### src/rtl/core/lru_pkg.sv
// shared constants and types for the lru page replacement unit
package lru_pkg;

  localparam int MAX_FRAMES        = 16;
  localparam int PAGE_BITS         = 20;
  localparam int IDX_W             = (MAX_FRAMES > 1) ? $clog2(MAX_FRAMES) : 1;
  localparam int CNT_W             = $clog2(MAX_FRAMES + 1);
  localparam int LIMIT_W           = 5;
  localparam int OCC_W             = 5;
  localparam int CMP_W             = (CNT_W > LIMIT_W) ? CNT_W : LIMIT_W;
  localparam int RESET_FRAME_LIMIT = 6;

  typedef logic [PAGE_BITS-1:0] page_t;

  typedef enum logic {
    ST_IDLE,
    ST_EXEC
  } state_t;

  typedef struct packed {
    logic capture;
    logic execute;
  } ctrl_cmd_t;

  typedef struct packed {
    logic out_free;
  } dp_status_t;

endpackage

### src/rtl/core/lru_ctrl.sv
// controller state machine: accepts one item, then runs one lookup and update
module lru_ctrl import lru_pkg::*; (
  input  logic       clk,
  input  logic       rst_n,
  input  logic       in_valid,
  output logic       in_ready,
  input  dp_status_t status,
  output ctrl_cmd_t  cmd
);

  state_t state_r;
  state_t state_nxt;

  always_ff @(posedge clk) begin
    if (!rst_n) begin
      state_r <= ST_IDLE;
    end else begin
      state_r <= state_nxt;
    end
  end

  always_comb begin
    state_nxt = state_r;
    case (state_r)
      ST_IDLE: begin
        if (in_valid) begin
          state_nxt = ST_EXEC;
        end
      end
      ST_EXEC: begin
        if (status.out_free) begin
          state_nxt = ST_IDLE;
        end
      end
      default: state_nxt = ST_IDLE;
    endcase
  end

  always_comb begin
    in_ready    = 1'b0;
    cmd.capture = 1'b0;
    cmd.execute = 1'b0;
    case (state_r)
      ST_IDLE: begin
        in_ready    = 1'b1;
        cmd.capture = in_valid;
      end
      ST_EXEC: begin
        // wait here until the result register can take the new item
        cmd.execute = status.out_free;
      end
      default: begin
        in_ready = 1'b0;
      end
    endcase
  end

endmodule

### src/rtl/core/lru_datapath.sv
// datapath: recency stack, parallel tag compare, stack shift and result register
module lru_datapath import lru_pkg::*; (
  input  logic               clk,
  input  logic               rst_n,
  input  ctrl_cmd_t          cmd,
  output dp_status_t         status,
  input  logic [PAGE_BITS-1:0] in_page_number,
  input  logic               cfg_wr_en,
  input  logic [LIMIT_W-1:0] cfg_wr_data,
  output logic               out_valid,
  input  logic               out_ready,
  output logic               out_hit,
  output logic               out_evicted_valid,
  output logic [PAGE_BITS-1:0] out_evicted_page,
  output logic [OCC_W-1:0]   out_occupied_frames
);

  page_t              stack_r [MAX_FRAMES];
  page_t              stack_nxt [MAX_FRAMES];
  page_t              page_r;
  logic [CNT_W-1:0]   count_r;
  logic [CNT_W-1:0]   count_nxt;
  logic [LIMIT_W-1:0] limit_r;
  logic               out_valid_r;
  logic               out_hit_r;
  logic               out_ev_r;
  page_t              out_ev_page_r;
  logic [OCC_W-1:0]   out_occ_r;

  logic [CMP_W-1:0]   lim_eff;
  logic [CMP_W-1:0]   count_ext;
  logic [CNT_W-1:0]   cnt_m1;
  logic [IDX_W-1:0]   last_idx;
  logic               hit;
  logic [IDX_W-1:0]   hit_pos;
  logic               evict;
  logic [IDX_W-1:0]   upto;

  // zero limit means one frame, anything above the stack depth saturates
  always_comb begin
    if (limit_r == '0) begin
      lim_eff = CMP_W'(1);
    end else if (CMP_W'(limit_r) > CMP_W'(MAX_FRAMES)) begin
      lim_eff = CMP_W'(MAX_FRAMES);
    end else begin
      lim_eff = CMP_W'(limit_r);
    end
  end

  assign count_ext = CMP_W'(count_r);
  assign cnt_m1    = count_r - CNT_W'(1);
  assign last_idx  = cnt_m1[IDX_W-1:0];

  // parallel compare over resident entries, lowest matching position wins
  always_comb begin
    hit     = 1'b0;
    hit_pos = '0;
    for (int i = MAX_FRAMES - 1; i >= 0; i--) begin
      if ((CNT_W'(i) < count_r) && (stack_r[i] == page_r)) begin
        hit     = 1'b1;
        hit_pos = IDX_W'(i);
      end
    end
  end

  assign evict = !hit && (count_ext >= lim_eff);

  always_comb begin
    if (hit) begin
      upto = hit_pos;
    end else if (evict) begin
      upto = last_idx;
    end else begin
      upto = count_r[IDX_W-1:0];
    end
  end

  always_comb begin
    stack_nxt[0] = page_r;
    for (int i = 1; i < MAX_FRAMES; i++) begin
      stack_nxt[i] = (IDX_W'(i) <= upto) ? stack_r[i-1] : stack_r[i];
    end
  end

  always_comb begin
    count_nxt = count_r;
    if (!hit && !evict) begin
      count_nxt = count_r + CNT_W'(1);
    end
  end

  assign status.out_free = !out_valid_r || out_ready;

  always_ff @(posedge clk) begin
    if (!rst_n) begin
      count_r     <= '0;
      limit_r     <= LIMIT_W'(RESET_FRAME_LIMIT);
      out_valid_r <= 1'b0;
    end else begin
      if (cfg_wr_en) begin
        limit_r <= cfg_wr_data;
      end
      if (cmd.execute) begin
        count_r     <= count_nxt;
        out_valid_r <= 1'b1;
      end else if (out_ready) begin
        out_valid_r <= 1'b0;
      end
    end
  end

  always_ff @(posedge clk) begin
    if (cmd.capture) begin
      page_r <= in_page_number;
    end
    if (cmd.execute) begin
      for (int i = 0; i < MAX_FRAMES; i++) begin
        stack_r[i] <= stack_nxt[i];
      end
      out_hit_r     <= hit;
      out_ev_r      <= evict;
      out_ev_page_r <= evict ? stack_r[last_idx] : '0;
      out_occ_r     <= OCC_W'(count_nxt);
    end
  end

  assign out_valid           = out_valid_r;
  assign out_hit             = out_hit_r;
  assign out_evicted_valid   = out_ev_r;
  assign out_evicted_page    = out_ev_page_r;
  assign out_occupied_frames = out_occ_r;

endmodule

### src/rtl/core/lru_page_replacement_unit.sv
// lru page replacement unit: controller plus recency stack datapath
// result: the item is captured on acceptance, then the execute state registers the result
// once the result register is free; one item at a time (capture, then compare and stack shift)
// a stalled result register holds the controller in its execute state
// reset (rst_n low, synchronous): stack empty, frame limit 6, no result pending
module lru_page_replacement_unit import lru_pkg::*; (
  input  logic                 clk,
  input  logic                 rst_n,
  input  logic                 in_valid,
  output logic                 in_ready,
  input  logic [PAGE_BITS-1:0] in_page_number,
  output logic                 out_valid,
  input  logic                 out_ready,
  output logic                 out_hit,
  output logic                 out_evicted_valid,
  output logic [PAGE_BITS-1:0] out_evicted_page,
  output logic [OCC_W-1:0]     out_occupied_frames,
  input  logic                 cfg_wr_en,
  input  logic [LIMIT_W-1:0]   cfg_wr_data
);

  ctrl_cmd_t  cmd;
  dp_status_t status;

  lru_ctrl u_ctrl (
    .clk      (clk),
    .rst_n    (rst_n),
    .in_valid (in_valid),
    .in_ready (in_ready),
    .status   (status),
    .cmd      (cmd)
  );

  lru_datapath u_datapath (
    .clk                 (clk),
    .rst_n               (rst_n),
    .cmd                 (cmd),
    .status              (status),
    .in_page_number      (in_page_number),
    .cfg_wr_en           (cfg_wr_en),
    .cfg_wr_data         (cfg_wr_data),
    .out_valid           (out_valid),
    .out_ready           (out_ready),
    .out_hit             (out_hit),
    .out_evicted_valid   (out_evicted_valid),
    .out_evicted_page    (out_evicted_page),
    .out_occupied_frames (out_occupied_frames)
  );

endmodule
### config.mk
export PLATFORM = sky130hd
export DESIGN_NAME = lru_page_replacement_unit
export DESIGN_NICKNAME = d
export VERILOG_FILES = /design/src/rtl/core/lru_pkg.sv /design/src/rtl/core/lru_ctrl.sv /design/src/rtl/core/lru_datapath.sv /design/src/rtl/core/lru_page_replacement_unit.sv
export SDC_FILE = /design/constraint.sdc
export NUM_CORES = 1
export LEC_CHECK = 0
export BUFFER_PORTS_ARGS = -buffer_cell sky130_fd_sc_hd__clkbuf_2
export CORE_MARGIN = 2
export CORE_UTILIZATION = 45
export CTS_CLUSTER_SIZE = 20
export DETAILED_ROUTE_END_ITERATION = 6
export PLACE_DENSITY_LB_ADDON = 0.15
export SKIP_LAST_GASP = 1
export SYNTH_ARGS = -nofsm -noshare
export SYNTH_HDL_FRONTEND = slang
export SYNTH_SLANG_ARGS = --single-unit
### constraint.sdc
create_clock -name clk -period 5.38 [get_ports clk]
set_input_delay 1.076 -clock clk [delete_from_list [all_inputs] [get_ports clk]]
set_output_delay 1.076 -clock clk [all_outputs]
set_load 0.02 [all_outputs]
Yosys cells after proc, flatten, opt, wreduce, memory -nomap -nowiden
Memories as Yosys holds them, arrays and structs flattened. A register that Yosys moved wholly into a read port is not among the register bits.
Cells that the tools add are included.
Widths: inputs -> output; s select.
{"block": "word_totals", "register_bits": 39, "latch_bits": 0, "ramBits": 320, "romBits": 0, "in_bits": 30, "out_inout_bits": 29, "wordCells": 148, "mem_count": 1}
{"block": "classes", "add_sub_neg": 2, "mul": 0, "div": 0, "order_cmp": 33, "n_eq_ne": 16, "n_shift": 0, "muxes": 62, "bitwise_logic": 1, "reduce_logical": 25}
{"name": "u_datapath.stack_r", "words": 16, "width": 20, "read_ports": 17, "rd_ports_with_merged_regs": 1, "wr": 16, "line": "lru_datapath.sv:18", "text": "page_t stack_r [MAX_FRAMES];"}
{"operator": "$eq 20x20->1", "n": 16}
{"operator": "$mux 20", "n": 15}
{"operator": "$mux 4", "n": 18}
{"operator": "$lt 4x5->1 const A", "n": 8}
{"operator": "$le 4x4->1 const A", "n": 8}
{"operator": "$mux 1", "n": 25}
{"operator": "$lt 3x5->1 const A", "n": 4}
{"operator": "$logic_and 1x1->1", "n": 18}
{"operator": "$le 3x4->1 const A", "n": 4}
{"operator": "$mux 5", "n": 3}
{"operator": "$lt 1x5->1 const A", "n": 2}
{"operator": "$lt 2x5->1 const A", "n": 2}
{"operator": "$le 2x4->1 const A", "n": 2}
{"operator": "$add 5x1->5 const B", "n": 1}
{"operator": "$ge 5x5->1", "n": 1}
{"operator": "$gt 5x5->1 const B", "n": 1}
{"operator": "$logic_not 5->1", "n": 1}
{"operator": "$le 1x4->1 const A", "n": 1}
{"operator": "$logic_not 1->1", "n": 4}
{"operator": "$sub 4x1->4 const B", "n": 1}
{"operator": "$pmux 1 s2", "n": 1}
{"operator": "$reduce_bool 2->1", "n": 1}
{"operator": "$logic_or 1x1->1", "n": 1}
{"operator": "$not 1->1", "n": 1}

Logic depth before layout (Yosys ltp)
Gate-level depths: netlist (run 1).
{"block": "depth", "depth_word": 24, "depth_mapped": 14, "ltp_nobuf": 13}

Modules after synthesis
Synthesis (run 1) repeated with hierarchy kept, for this count alone.
{"block": "unflattened", "cells_unflattened": 1446, "hier_area_um2": 19860.3}
{"module": "lru_datapath", "n_inst": 1, "cells_per_inst": 1440, "area_per_inst_um2": 19810.2, "seq_area_each_um2": 11240.8}
{"module": "lru_ctrl", "n_inst": 1, "cells_per_inst": 6, "area_per_inst_um2": 50.0, "seq_area_each_um2": 20.0}

Least setup slack after synthesis (run 1)
No wires, ideal clock.
{"block": "synth_timing", "path_kind": "input to register", "from": "input port out_ready", "to": "memory u_datapath.stack_r[7][0] in the netlist's numbering (enable)", "setup_ns": 0.428, "arrival_ns": 4.231, "setup_slack_ns": 0.720, "cell_stages": 6, "path_buffers": 1, "cell_sequence": "nand2b_1 -> nand2_1 -> clkbuf_1 -> inv_1 -> nand2b_1 -> o31ai_1"}
{"element": "start: declaration", "line": "lru_page_replacement_unit.sv:13", "text": "input logic out_ready,"}
{"element": "end: declaration", "line": "lru_datapath.sv:18"}

==> results of run 1 <==
[worst reg2reg max path, delay by kind of cell (launching register included)]
kind                      cells  cell delay (ns)
DFF                           1             1.01
buffers and inverters         1             0.29
xor gates and xnor gates      1             0.18
and+or+nand+nor               3             0.81
AOI/OAI and AO/OA             5             1.84
[flip-flops by register name, summed over array words and instances (netlist names)]
register	count
u_ctrl.state_r	1
u_datapath.count_ext	5
u_datapath.out_hit	1
u_datapath.out_valid	1
u_datapath.out_evicted_page	20
u_datapath.out_evicted_valid	1
u_datapath.page_r	20
u_datapath.stack_r	320
u_datapath.out_occupied_frames	5
u_datapath.limit_r	5
[worst max-delay path by stage]
| stage | depth (start not counted) | to |
|---|---|---|
| after floorplan | 6 | u_datapath.stack_r[7][0]$_DFFE_PP_ |
| after global placement | 10 | u_datapath.stack_r[7][17]$_DFFE_PP_ |
| after detailed placement | 10 | u_datapath.stack_r[7][17]$_DFFE_PP_ |
| after CTS | 10 | u_datapath.stack_r[7][17]$_DFFE_PP_ |
| after global routing | 10 | u_datapath.stack_r[7][17]$_DFFE_PP_ |
| final | 10 | u_datapath.stack_r[7][13]$_DFFE_PP_ |
[per-stage QoR]
stage,utilization (%),cell area [µm²],total power [mW],std cells,hold slack [ns]
finish,51.1,22100,7.21,2069,0.464
global route,51.1,22100,7.42,2069,0.491
global placement,48.1,20900,4.50,1993,0.471
CTS,51.1,22100,7.26,2069,0.473
floorplan,-,19900,4.11,1372,0.421
detailed placement,48.1,20900,4.50,1993,0.478
[where the power goes]
part           total, mW  internal (mW)  switching (mW)
registers           3.41           3.30           0.106
clock network       2.77           1.59            1.18
logic               1.04          0.397           0.638
total               7.21           5.29            1.92
[layer usage]
metal,global-route usage (%),wire [µm]
met4,14.3,3470
met5,0,0
met3,3.26,3200
met1,33.7,24600
met2,44.4,30000
[kinds of logic after synthesis]
group / Yosys count / share of synthesized area, %
simple gates: 353 / 11.0
buf+inv: 94 / 3.12
mux: 106 / 10.4
compound gates: 103 / 3.83
fa+ha+maj: 7 / 0.441
xor+xnor: 330 / 14.6
flops: 379 / 56.7
[cell type report]
| class | instances | area, µm² | share of cell area (%) |
|---|---|---|---|
| sequential | 379 | 11300 | 50.9 |
| multi-input combinational | 899 | 8070 | 36.4 |
| clock buffer | 58 | 1150 | 5.20 |
| timing repair buffer | 118 | 741 | 3.34 |
| tap | 585 | 732 | 3.30 |
| clock inverter | 18 | 143 | 0.644 |
| inverter | 12 | 45.0 | 0.203 |
[cell usage in the layout (no fill, tap or decap), types with 9 or more instances in the layout]
| cell type | instances |
|---|---|
| sky130_fd_sc_hd__nor3_1 | 19 |
| sky130_fd_sc_hd__nand2_1 | 25 |
| sky130_fd_sc_hd__inv_1 | 10 |
| sky130_fd_sc_hd__nand4_1 | 58 |
| sky130_fd_sc_hd__clkbuf_16 | 43 |
| sky130_fd_sc_hd__xnor2_1 | 101 |
| sky130_fd_sc_hd__nor2b_1 | 22 |
| sky130_fd_sc_hd__mux4_2 | 80 |
| sky130_fd_sc_hd__mux2i_1 | 26 |
| sky130_fd_sc_hd__edfxtp_1 | 367 |
| sky130_fd_sc_hd__clkbuf_1 | 13 |
| sky130_fd_sc_hd__nor2_1 | 35 |
| sky130_fd_sc_hd__a211oi_1 | 46 |
| sky130_fd_sc_hd__buf_4 | 60 |
| sky130_fd_sc_hd__dfxtp_1 | 11 |
| sky130_fd_sc_hd__clkbuf_2 | 58 |
| sky130_fd_sc_hd__nand3_1 | 18 |
| sky130_fd_sc_hd__a21o_1 | 9 |
| sky130_fd_sc_hd__nor4_1 | 99 |
| sky130_fd_sc_hd__nor4b_1 | 11 |
| sky130_fd_sc_hd__xor2_1 | 227 |
==> flow_results.org, run 1 <==
** Status
- The run finished with clean final reports.

** CTS
- Clock latency at the later pin of the worst-skew pair :: approximately 0.58 ns
- The H-tree was split into 2 levels.
- Number of hold-repair buffers added at the cts stage :: 0
- CTS Root Buffer Type :: sky130_fd_sc_hd__clkbuf_16
- Number of CTS-inserted buffers :: 42
- Clock-pin slew was measured on the worst setup and hold paths at around 0.070 ns.
- Clock tree synthesis found a total of roughly 380 sinks.
- Number of buffers on the longest clock path :: 3
- CTS resizes :: 0
- In this run the post-CTS setup repair buffer count came out at 0.
- Clock tree from TritonCTS :: done

** Layout
- In the final layout, the share of cells above drive strength 1 is between 10% and 20%.
- Layout Area Growth over Synthesis :: 11.5%
- Fill cells in the final layout number between 3000 and 4000.
- Net count, final :: 1489
- Number of diodes :: 0

** Yosys
- Post-synth design cell area :: between 15000 and 20000 µm²
- Synth cell types :: 70
- Number of synthesized flops with an enable pin :: 367
- Flops & latches, synth :: approximately 380
- In this run the mean area of a mapped cell was ~14 µm².
- Among all flip-flop cells after synthesis, the most frequent one is sky130_fd_sc_hd__edfxtp_1.
- Syn Inst Count :: 1372
- For this run, asynchronously set or reset flops after synthesis account for 0%.
- Post-synth net total :: 1409
- Sorting the synthesized cells by area gives the leading types as sky130_fd_sc_hd__edfxtp_1, sky130_fd_sc_hd__xor2_1, sky130_fd_sc_hd__mux4_2.
- Area fraction of the dominant cell type after synthesis :: 55.5%
- In the synthesized netlist, the cells that appear most often are sky130_fd_sc_hd__edfxtp_1, sky130_fd_sc_hd__xor2_1, sky130_fd_sc_hd__xnor2_1, sky130_fd_sc_hd__nor4_1, sky130_fd_sc_hd__mux4_2.
- Number of warnings reported in the yosys synthesis log :: 0
- Sequential fraction of the synthesis area :: roughly 57%
- Most numerous cell in the Yosys netlist :: sky130_fd_sc_hd__edfxtp_1
- Largest area contributor in the synthesized netlist :: sky130_fd_sc_hd__edfxtp_1

** Setup path
- Reg2Reg Setup Slack :: approximately 0.86 ns
- CP max FO :: 20
- Critical path data arrival time :: about 4.7 ns
- Crit path max-delay cell type :: sky130_fd_sc_hd__edfxtp_1
- By startpoint and endpoint, the worst setup path is classified as register to register.
- Critical-path cell list :: buf_4, xnor2_1, nand3_1, nor4_1, o2bb2a_1, a21boi_0, o2bb2ai_1, a21oi_1, nand2b_1, o31ai_4
- STA classifies the critical path endpoint as a register.
- At the worst endpoint, the required time is ~5.6 ns.
- Together, buffers and inverters on the worst path number 1.
- The worst setup path is launched from a register.
- In this run the worst setup path begins at u_datapath.page_r[10]$_DFFE_PP_.
- Kind of cell with the highest combined delay on the critical path :: compound AO/OA/AOI/OAI gates
- For this run, the slowest stage of the critical path takes 1.01 ns.
- Worst Reg-to-Reg Cells :: 10
- The worst register-to-register path begins at u_datapath.page_r[10]$_DFFE_PP_.
- In this run the critical register-to-register path is captured at u_datapath.stack_r[7][13]$_DFFE_PP_.

** STA
- Headroom to the max-slew limit came out at between 20% and 30%.
- The hold violation count in the final report is 0.
- Of the available clock period, the critical path in the final layout requires between 80% and 90%.
- Setup repair after global routing left no endpoint under its margin.
- Max Clock Skew :: roughly 0.036 ns
- The routed design could run at a clock period as short as about 4.5 ns.
- Worst-case setup margin in the final layout :: around 0.86 ns
- Summed over all failing endpoints, the final setup total negative slack is 0 ns.
- At the pin with the least slew margin, the transition time is 1.14 ns.
- Based on the critical path, the design can be clocked at up to between 200 and 250 MHz.
- Setup violations remaining at the end of the flow were counted as 0.
- Slew Limit Fails :: 0

** Global route
- The via count of the first global-routing pass is between 10000 and 15000.
- GRT Residual Overflow :: 0
- The initial antenna violation count was 0.
- Wire length of the first global-routing pass :: between 80 and 90 mm
- Largest net degree at the start of global routing :: 50
- Overall global routing resource usage :: 26.5%

** Floorplan
- For this design the top-level I/O count stands at 59.
- Initial Utilization :: a little under half
- Total die area :: about 46000 µm²
- Core outline area :: 43400 µm²
- The floorplan step set the die height to about 210 µm.
- Die X :: about 210 µm
- Rows :: 76

** Placement
- At the end of routability-driven placement, the weighted congestion stood at 0.953.
- DP HPWL :: around 48 mm
- Port buffering added 58 buffers.
- Timing analysis after detailed placement gives a worst setup slack of ~0.9 ns.

** Drt
- Vias per cell :: 6.10
- After detailed routing, the average wire length per cell comes to 29.6 µm.
- For this run, design rule violations remaining after detail routing come to 0.
- Total wire length :: slightly above 60 mm
- Pre-antenna DRT Iters :: 5
- For this block, the via count after detailed routing is ~13000.
- For this block, the initial DRC count from the detailed router was approximately 1200.
- Remaining number of nets flagged by the antenna check after routing :: 0

** Flow run
- Number of maximum-capacitance constraint violations :: 0

** Min path
- Worst Hold Path EP :: u_datapath.stack_r[10][7]$_DFFE_PP_
- Count of cells along the worst hold path :: 0
- Min-Delay Path Class :: register to register
- The worst hold path begins at u_datapath.stack_r[9][7]$_DFFE_PP_.

** Power and ir drop
- Leakage power summed over all cells :: about 7.3 nW
- The worst-case IR drop observed on VDD is between 0.2 and 0.3 mV.
- Power density relative to cell area :: ~330 nW/µm²
No activity file was read; power rests on OpenSTA's default activity.
==> run 2, diff against run 1 <==
--- a/config.mk
+++ b/config.mk
@@ -5,6 +5,7 @@
 export SDC_FILE = /design/constraint.sdc
 export NUM_CORES = 1
 export LEC_CHECK = 0
+export ABC_AREA = 1
 export BUFFER_PORTS_ARGS = -buffer_cell sky130_fd_sc_hd__clkbuf_2
 export CORE_MARGIN = 2
 export CORE_UTILIZATION = 45
==> constraint.sdc (replaced) <==
create_clock -name clk -period 4.4 [get_ports clk]
set_input_delay 0.88 -clock clk [delete_from_list [all_inputs] [get_ports clk]]
set_output_delay 0.88 -clock clk [all_outputs]
set_load 0.02 [all_outputs]
==> flow_results.org, run 2 <==
** Setup path
- CP max FO :: 20 (unchanged)
- The worst setup path is captured at a register.
- Critical path data arrival time :: 4.18 ns (-0.52 ns)
- Worst Reg-to-Reg Cells :: 27 (+17)
- The worst setup path is launched from a register.
- The endpoint required time on the critical path came to 4.67 ns (-0.89 ns).
- By startpoint and endpoint, the worst setup path is classified as register to register.

** Drt
- The remaining antenna violation count after routing was 0 (unchanged).
- Number of remaining DRC errors :: 0 (unchanged)
- Total wire length :: 73.0 mm (+19%)
- The first-iteration detailed-routing DRC count was 1981 (+62%).
- The routed via count was 15400 (+22%).
- Routed len/inst :: 29.1 µm (-1.7%)
- The ratio of routed vias to standard cells came to 6.14 (+0.61%).
- Pre-antenna DRT Iters :: 6 (+1)

** Power and ir drop
- The peak supply drop came to 0.332 mV (+21%).
- Clock share of power :: 36.7% (-1.7 points)
- The internal power consumption is 6.59 mW (+24%).
- The share of total power in combinational logic is 17.4% (+3.0 points).
- Power density relative to cell area :: 435 nW/µm² (+33%)
- Leakage power summed over all cells :: 7.78 nW (+7.1%)
- The total net switching power came to 2.89 mW (+50%).
- The fraction of power spent switching nets came to 30.5% (+3.9 points).
- Power share of the sequential group :: 45.9% (-1.3 points)

** Layout
- The share of cells above drive strength 1 is 13.3% (-5.9 points).
- The total non-filler cell area in the finished layout came to 21800 µm² (-1.5%).
- Flip-flop count of the largest register, all copies and words added :: 320 (unchanged)
- The library cells used most frequently in the layout, excluding fill and tap cells, are sky130_fd_sc_hd__edfxtp_1, sky130_fd_sc_hd__nand2_1, sky130_fd_sc_hd__o21ai_0, sky130_fd_sc_hd__nor2_1, sky130_fd_sc_hd__inv_1.
- Number of diodes :: 0 (unchanged)
- The register area came to 11300 µm² (unchanged).
- Register with the highest flop count :: u_datapath.stack_r
- Multi-input gate area in the final layout :: 7030 µm² (-13%)
- Net count, final :: 1967 (+32%)
- The library cell used most frequently in the layout, excluding fill and tap cells, is sky130_fd_sc_hd__edfxtp_1.
- The total of fill cells in the finished design came to 3895 (+4.6%).
- Layout Area Growth over Synthesis :: 12.4%

** Floorplan
- The I/O pin count is 59 (unchanged).
- The floorplan die height was 212 µm (-1.1%).
- The placement row count came to 76 (unchanged).
- Die X :: 212 µm (-1.1%)
- Core outline area :: 42800 µm² (-1.3%)
- Initial Utilization :: 45.3% (-0.46 points)
- Total die area :: 44800 µm² (-2.3%)

** Global route
- The maximum number of pins on one net before global-route repair was 83 (+66%).
- GRT Residual Overflow :: 0 (unchanged)
- Wire length of the first global-routing pass :: 104 mm (+19%)
- The initial antenna violation count is 1 (+1).
- Number of global-route vias before repair :: 14900 (+17%)
- Overall global routing resource usage :: 32.9% (+6.4 points)

** CTS
- Clock latency at the later pin of the worst-skew pair :: 0.59 ns (about the same)
- The deepest level of the CTS H-tree was 2 (unchanged).
- TritonCTS built the clock tree.
- Number of buffers on the longest clock path :: 3 (unchanged)
- Number of CTS-inserted buffers :: 42 (unchanged)
- Clock slew seen by the registers of the worst setup and hold paths :: 0.07 ns (about the same)
- The post-cts hold buffer count came to 0 (unchanged).
- Post-CTS setup buffer count :: 0 (unchanged)
- The number of gates resized after CTS is 0 (unchanged).
- The root buffer cell chosen for the clock tree is sky130_fd_sc_hd__clkbuf_16.
- The number of clock sinks seen by CTS was 379 (unchanged).

** Yosys
- Number of synthesized flops with an enable pin :: 367 (unchanged)
- Average footprint of a synthesized cell :: 10.4 µm² (-28%)
- The number of nets produced by synthesis came to 1904 (+35%).
- The largest total area in the synthesized netlist belongs to sky130_fd_sc_hd__edfxtp_1.
- By area the synthesized netlist is led by sky130_fd_sc_hd__edfxtp_1, sky130_fd_sc_hd__o21ai_0, sky130_fd_sc_hd__nand2_1.
- The fraction of synthesized cell area taken by the top area cell type is 56.8% (+1.3 points).
- Most numerous cell in the Yosys netlist :: sky130_fd_sc_hd__edfxtp_1
- The post-synthesis instance area was 19400 µm² (-2.3%).
- Syn Inst Count :: 1867 (+36%)
- Proportion of register bits with asynchronous set or reset after synthesis :: 0% (unchanged)
- Counting instances in the post-synthesis netlist gives the leading cell types as sky130_fd_sc_hd__edfxtp_1, sky130_fd_sc_hd__nand2_1, sky130_fd_sc_hd__o21ai_0, sky130_fd_sc_hd__nor2_1, sky130_fd_sc_hd__inv_1.
- The register area share after synthesis came to 58.0% (+1.3 points).
- Synth cell types :: 56 (-20%)
- Flops & latches, synth :: 379 (unchanged)
- Number of warnings reported in the yosys synthesis log :: 0 (unchanged)
- Most used flip-flop cell after synthesis :: sky130_fd_sc_hd__edfxtp_1

** STA
- The maximum operating frequency was 256 MHz (+16%).
- The remaining max-slew budget at the tightest pin came to 43.3% (+20 points).
- The slew of the pin with the lowest slew margin was 0.842 ns (-0.302 ns).
- The hold violation count in the final report is 0 (unchanged).
- The post-layout minimum cycle time is 3.90 ns (-0.620 ns).
- The final clock skew was 0.0209 ns (-0.0151 ns).
- Final Setup Violations :: 0 (unchanged)
- The final number of max-transition violations was 0 (unchanged).
- Period Utilization, post-route :: 88.7% (+4.6 points)
- The post-route worst setup slack came to 0.497 ns (-0.360 ns).
- Unrepaired setup endpoints after global routing :: no
- Sum Neg Setup Slack :: 0 ns (unchanged)

** Min path
- In this run the worst hold path is classified as register to register.
- Count of cells along the worst hold path :: 0 (unchanged)

** Placement
- The post-DP HPWL is 52.2 mm (+9.3%).
- The weighted congestion at the end of routability-driven global placement came to 1.01 (+6.4%).
- Port-buffer cells :: 58 (unchanged)
- The cell area after placement came to 20500 µm² (-1.7%).
- The post-placement setup slack was 0.635 ns (-0.267 ns).

** Status
- The run finished with clean final reports.

** Flow run
- The number of max-cap violations came to 0 (unchanged).
[run 2: cell types whose count changed in the layout (fill, tap and decap cells not counted), moves of 24 or more]
cell                       change
sky130_fd_sc_hd__o21ai_0     +214
sky130_fd_sc_hd__xor2_1      -151
sky130_fd_sc_hd__a211oi_1     -40
sky130_fd_sc_hd__nand2_1     +212
sky130_fd_sc_hd__mux4_2       -80
sky130_fd_sc_hd__mux2i_1      -26
sky130_fd_sc_hd__nor2_1      +146
sky130_fd_sc_hd__inv_1        +97
sky130_fd_sc_hd__a21oi_1      +89
sky130_fd_sc_hd__o22ai_1      +57
sky130_fd_sc_hd__nand3_1      +24
sky130_fd_sc_hd__nand4_1      -34
sky130_fd_sc_hd__o211ai_1     +78
sky130_fd_sc_hd__nor4_1       -80
[run 2: power by group through the flow]
stage,Combinational (mW),Clock [mW],Sequential (mW)
finish,1.65,3.48,4.35
global route,1.74,3.64,4.36
CTS,1.61,3.51,4.34
detailed placement,1.60,0,4.42
global placement,1.60,0,4.41
floorplan,0.957,0,4.35
[run 2: area by class of cell]
cell class | instances | share of cell area [%]
flip-flops and latches | 379 | 51.6
multi-input cells | 1241 | 32.2
clock buffers | 55 | 5.19
repair buffers | 130 | 4.55
well taps | 546 | 3.13
inverters | 136 | 2.40
clock inverters | 22 | 0.837
[run 2: worst paths after layout]
path | start | to | slack, ns
worst max-delay path | u_datapath.page_r[14]$_DFFE_PP_ | u_datapath.stack_r[3][18]$_DFFE_PP_ | 0.50
worst min-delay path | u_datapath.stack_r[5][8]$_DFFE_PP_ | u_datapath.stack_r[6][8]$_DFFE_PP_ | 0.45
worst max register to register | u_datapath.page_r[14]$_DFFE_PP_ | u_datapath.stack_r[3][18]$_DFFE_PP_ | 0.50
worst min register to register | u_datapath.stack_r[5][8]$_DFFE_PP_ | u_datapath.stack_r[6][8]$_DFFE_PP_ | 0.45
[run 2: logic make-up (layout without fill, tap and decap cells)]
| family | Yosys count | after routing | share of synthesized area [%] |
|---|---|---|---|
| simple gates | 551 | 551 | 12.4 |
| compound gates | 513 | 513 | 15.5 |
| flops | 379 | 379 | 58.0 |
| buf+inv | 247 | 343 | 5.97 |
| xor+xnor | 170 | 170 | 7.67 |
| fa+ha+maj | 7 | 7 | 0.451 |
[run 2: critical path, stage by stage, from the launching register on]
cell	delay, ns
sky130_fd_sc_hd__edfxtp_1	0.82
sky130_fd_sc_hd__inv_2	0.28
sky130_fd_sc_hd__nand2_1	0.12
sky130_fd_sc_hd__nand2_1	0.09
sky130_fd_sc_hd__nor2_1	0.17
sky130_fd_sc_hd__nand2_1	0.07
sky130_fd_sc_hd__nor2_1	0.11
sky130_fd_sc_hd__nand2_1	0.10
sky130_fd_sc_hd__nor2_1	0.10
sky130_fd_sc_hd__nand2_1	0.07
sky130_fd_sc_hd__nand2_1	0.06
sky130_fd_sc_hd__nand2_1	0.07
sky130_fd_sc_hd__nand2_1	0.06
sky130_fd_sc_hd__nand2_1	0.10
sky130_fd_sc_hd__nand2_1	0.07
sky130_fd_sc_hd__nand2_1	0.05
sky130_fd_sc_hd__nand2_1	0.07
sky130_fd_sc_hd__nand2_1	0.08
sky130_fd_sc_hd__nand2_1	0.06
sky130_fd_sc_hd__nand2_1	0.07
sky130_fd_sc_hd__nand2_1	0.07
sky130_fd_sc_hd__nand2_1	0.05
sky130_fd_sc_hd__nand2_1	0.05
sky130_fd_sc_hd__nand2_1	0.07
sky130_fd_sc_hd__nand2_1	0.11
sky130_fd_sc_hd__nand2_2	0.17
sky130_fd_sc_hd__o21ai_2	0.23
sky130_fd_sc_hd__buf_12	0.21
[run 2: metrics by stage]
stage,total power [mW],util (%),hold WS [ns],std cells
2_1_floorplan,5.31,-,0.421,1867
3_3_place_gp,6.02,47.9,0.431,2432
3_5_place_dp,6.02,47.9,0.432,2432
4_1_cts,9.46,51.0,0.448,2509
5_1_grt,9.73,51.0,0.460,2509
6_report,9.48,51.0,0.449,2509
[run 2: routing by layer]
metal / track usage (%) / up-vias / part of all wire [%]
met5: 0 / - / 0.016
met4: 18.0 / 2 / 6.2
met3: 7.17 / 210 / 9.7
met2: 51.6 / 941 / 45
met1: 42.6 / 7462 / 39
li1: - / 6790 / -
==> run 3, diff against run 2 <==
==> constraint.sdc (replaced) <==
create_clock -name clk -period 4 [get_ports clk]
set_input_delay 0.8 -clock clk [delete_from_list [all_inputs] [get_ports clk]]
set_output_delay 0.8 -clock clk [all_outputs]
set_load 0.02 [all_outputs]
==> flow_results.org, run 3 (same netlist as run 2, synthesis figures left out) <==
** Status
- Status :: complete, no violations

** STA
- Max Clock Skew :: 0.0254 ns (+0.00449 ns)
- The maximum operating frequency was 265 MHz (+3.4%).
- Setup repair after global routing left no endpoint under its margin.
- Relative slew margins :: 19.6% (-24 points)
- Worst Max-Slew Pin Slew :: 1.20 ns (+0.362 ns)
- The final number of max-transition violations came to 0 (unchanged).
- The total negative slack is 0 ns (unchanged).
- Final Setup Violations :: 0 (unchanged)
- The post-route fraction of the period consumed by the critical path came to 94.4% (+5.7 points).
- Shortest clock period the worst path allows after layout :: 3.78 ns (-0.127 ns)
- Final hold vios :: 0 (unchanged)

** Setup path
- Grouping stages by cell kind, the critical path spends the most delay in simple AND/OR/NAND/NOR gates.
- The worst setup path is captured at a register.
- Critical path data required time :: 4.26 ns (-0.41 ns)
- Critical path type :: register to register
- STA classifies the critical path startpoint as a register.
- The slowest stage of the critical path belongs to the cell sky130_fd_sc_hd__nor4_1.
- The largest incremental delay on the critical path is 0.62 ns (-0.20 ns).
- CP Depth :: 15 (-44%)
- The data arrival time at the worst-slack endpoint was 4.04 ns (-0.14 ns).
- The highest net fanout along the worst path is 20 (unchanged).
- Total buffers and inverters traversed by the critical path :: 4 (+2)
- The depth of the most critical reg-to-reg path came to 15 (-44%).
- Traced cell by cell, the critical path runs through buf_4, inv_2, o22ai_1, nor4_1, nand3b_1, nand2_1, nor2_1, nand2_2, nor2_4, nand2_2, inv_2, a21oi_4, nand4_1, nand2_2, buf_4.
- The most numerous cell type found on the critical path is sky130_fd_sc_hd__nand2_2.

** Layout
- Counting flops per register, the top entry is u_datapath.stack_r.
- Design Area, Final :: 21900 µm² (+0.21%)
- Leading cell type in the layout, fill and taps excluded :: sky130_fd_sc_hd__edfxtp_1
- The share of cells above drive strength 1 is 13.1% (-0.23 points).
- Layout Area Growth over Synthesis :: 12.7%
- FF+latch area :: 11300 µm² (unchanged)
- The count of antenna diodes in the layout is 0 (unchanged).
- Net count, final :: 1965 (-0.10%)
- The combined area of the multi-input logic cells was 7050 µm² (+0.18%).
- Fill cell instance count of the final layout :: 3848 (-1.2%)
- In the layout the commonest cells are sky130_fd_sc_hd__edfxtp_1, sky130_fd_sc_hd__nand2_1, sky130_fd_sc_hd__o21ai_0, sky130_fd_sc_hd__nor2_1, sky130_fd_sc_hd__inv_1.
- The number of flip-flops under the largest register name came to 320 (unchanged).

** Floorplan
- The I/O pin count is 59 (unchanged).
- Die X :: 212 µm (unchanged)
- Vertical extent of the die :: 212 µm (unchanged)
- Total die area :: 44800 µm² (unchanged)
- The initial core utilization came to 45.3% (unchanged).
- The placement row count is 76 (unchanged).
- The area of the core region is 42800 µm² (unchanged).

** Power and ir drop
- The peak supply drop came to 0.372 mV (+12%).
- The total power density per cell area is 479 nW/µm² (+10%).
- Leakage power summed over all cells :: 7.79 nW (+0.15%)

** Global route
- Wire length of the first global-routing pass :: 104 mm (about the same)
- The overflow left after global routing is 0 (unchanged).
- The maximum number of pins on one net before global-route repair was 84 (+1.2%).
- The global-route usage over all layers was 32.8% (-0.084 points).
- Number of global-route vias before repair :: 14800 (-0.49%)
- The initial antenna violation count came to 1 (unchanged).

** Placement
- The weighted congestion at the end of routability-driven global placement came to 0.971 (-4.2%).
- Instance area after placement :: 20500 µm² (+0.11%)
- The number of buffers added on ports is 58 (unchanged).
- The post-DP HPWL was 51.4 mm (-1.6%).

** CTS
- The clock insertion delay at the later pin of the skew report is 0.60 ns (about the same).
- Number of hold-repair buffers added at the cts stage :: 0 (unchanged)
- Count of clock tree sinks :: 379 (unchanged)
- The buffer depth of the longest clock path was 3 (unchanged).
- Clock tree from TritonCTS :: done
- CTS resizes :: 0 (unchanged)
- The number of post-CTS setup repair buffers is 0 (unchanged).
- Number of H-tree levels :: 2 (unchanged)
- Number of CTS-inserted buffers :: 42 (unchanged)
- The clock edge transition at the registers on the reported setup and hold paths was 0.06 ns (about the same).
- CTS Root Buffer Type :: sky130_fd_sc_hd__clkbuf_16

** Drt
- The remaining antenna violation count after routing came to 0 (unchanged).
- Routed len/inst :: 29.2 µm (+0.26%)
- Total wire length :: 73.1 mm (+0.14%)
- The first-iteration detailed-routing DRC count was 2307 (+16%).
- The ratio of routed vias to standard cells came to 6.24 (+1.7%).
- Detailed-route via count :: 15600 (+1.6%)
- The detailed-routing iteration count for the pre-antenna-repair pass is 6 (unchanged).
- Number of remaining DRC errors :: 0 (unchanged)

** Min path
- The number of cells traversed by the worst hold path came to 1 (+1).
- Min-Delay Path Class :: input port to register

** Flow run
- Number of maximum-capacitance constraint violations :: 0 (unchanged)
[run 3: changes by cell type in the layout (fill, tap and decap cells not counted)]
| cell | previous run | this run |
|---|---|---|
| sky130_fd_sc_hd__clkinv_8 | 0 | 2 |
| sky130_fd_sc_hd__clkbuf_1 | 11 | 14 |
| sky130_fd_sc_hd__a21oi_4 | 2 | 3 |
| sky130_fd_sc_hd__clkbuf_8 | 1 | 2 |
| sky130_fd_sc_hd__clkinv_1 | 7 | 6 |
| sky130_fd_sc_hd__inv_6 | 5 | 1 |
| sky130_fd_sc_hd__bufinv_16 | 2 | 3 |
| sky130_fd_sc_hd__clkinv_4 | 2 | 0 |
| sky130_fd_sc_hd__buf_12 | 13 | 15 |
| sky130_fd_sc_hd__buf_4 | 59 | 55 |
| sky130_fd_sc_hd__nor2_2 | 7 | 6 |
| sky130_fd_sc_hd__clkinvlp_4 | 3 | 2 |
| sky130_fd_sc_hd__nor2_4 | 2 | 3 |
| sky130_fd_sc_hd__a21oi_2 | 3 | 2 |
[run 3: power breakdown]
group / total [mW] / internal, mW / switching, mW
sequential: 4.77 / 4.58 / 0.190
combinational: 1.85 / 0.536 / 1.31
clock: 3.86 / 2.22 / 1.65
total: 10.5 / 7.33 / 3.15
[run 3: worst paths after layout]
check | start | to | slack [ns]
max | u_datapath.page_r[4]$_DFFE_PP_ | u_datapath.stack_r[6][0]$_DFFE_PP_ | 0.22
min | in_page_number[3] | u_datapath.page_r[3]$_DFFE_PP_ | 0.38
max reg2reg | u_datapath.page_r[4]$_DFFE_PP_ | u_datapath.stack_r[6][0]$_DFFE_PP_ | 0.22
min reg2reg | u_datapath.stack_r[6][11]$_DFFE_PP_ | u_datapath.stack_r[7][11]$_DFFE_PP_ | 0.46
[run 3: stage by stage]
stage          worst slack [ns]  hold slack (ns)  total power, mW  utilization (%)  cells
2_1_floorplan            0.0583            0.421             5.84                -   1867
3_3_place_gp              0.388            0.432             6.62             48.0   2430
3_5_place_dp              0.329            0.435             6.63             48.0   2430
4_1_cts                   0.299            0.370             10.4             51.1   2506
5_1_grt                   0.111            0.371             10.8             51.1   2506
6_report                  0.223            0.380             10.5             51.1   2506
[run 3: per-layer routing]
metal / GRT usage, % / part of all wire [%]
met1: 43.0 / 38
met2: 49.4 / 44
met3: 6.54 / 11
met4: 22.2 / 7.7
met5: 0 / 0.018
[run 3: layout make-up]
type                    instances  share of cell area, %
multi-input cells            1241                   32.2
well taps                     546                   3.13
inverters                     136                   2.39
repair buffers                128                   4.59
clock buffers                  59                   5.29
flip-flops and latches        379                   51.5
clock inverters                17                  0.830
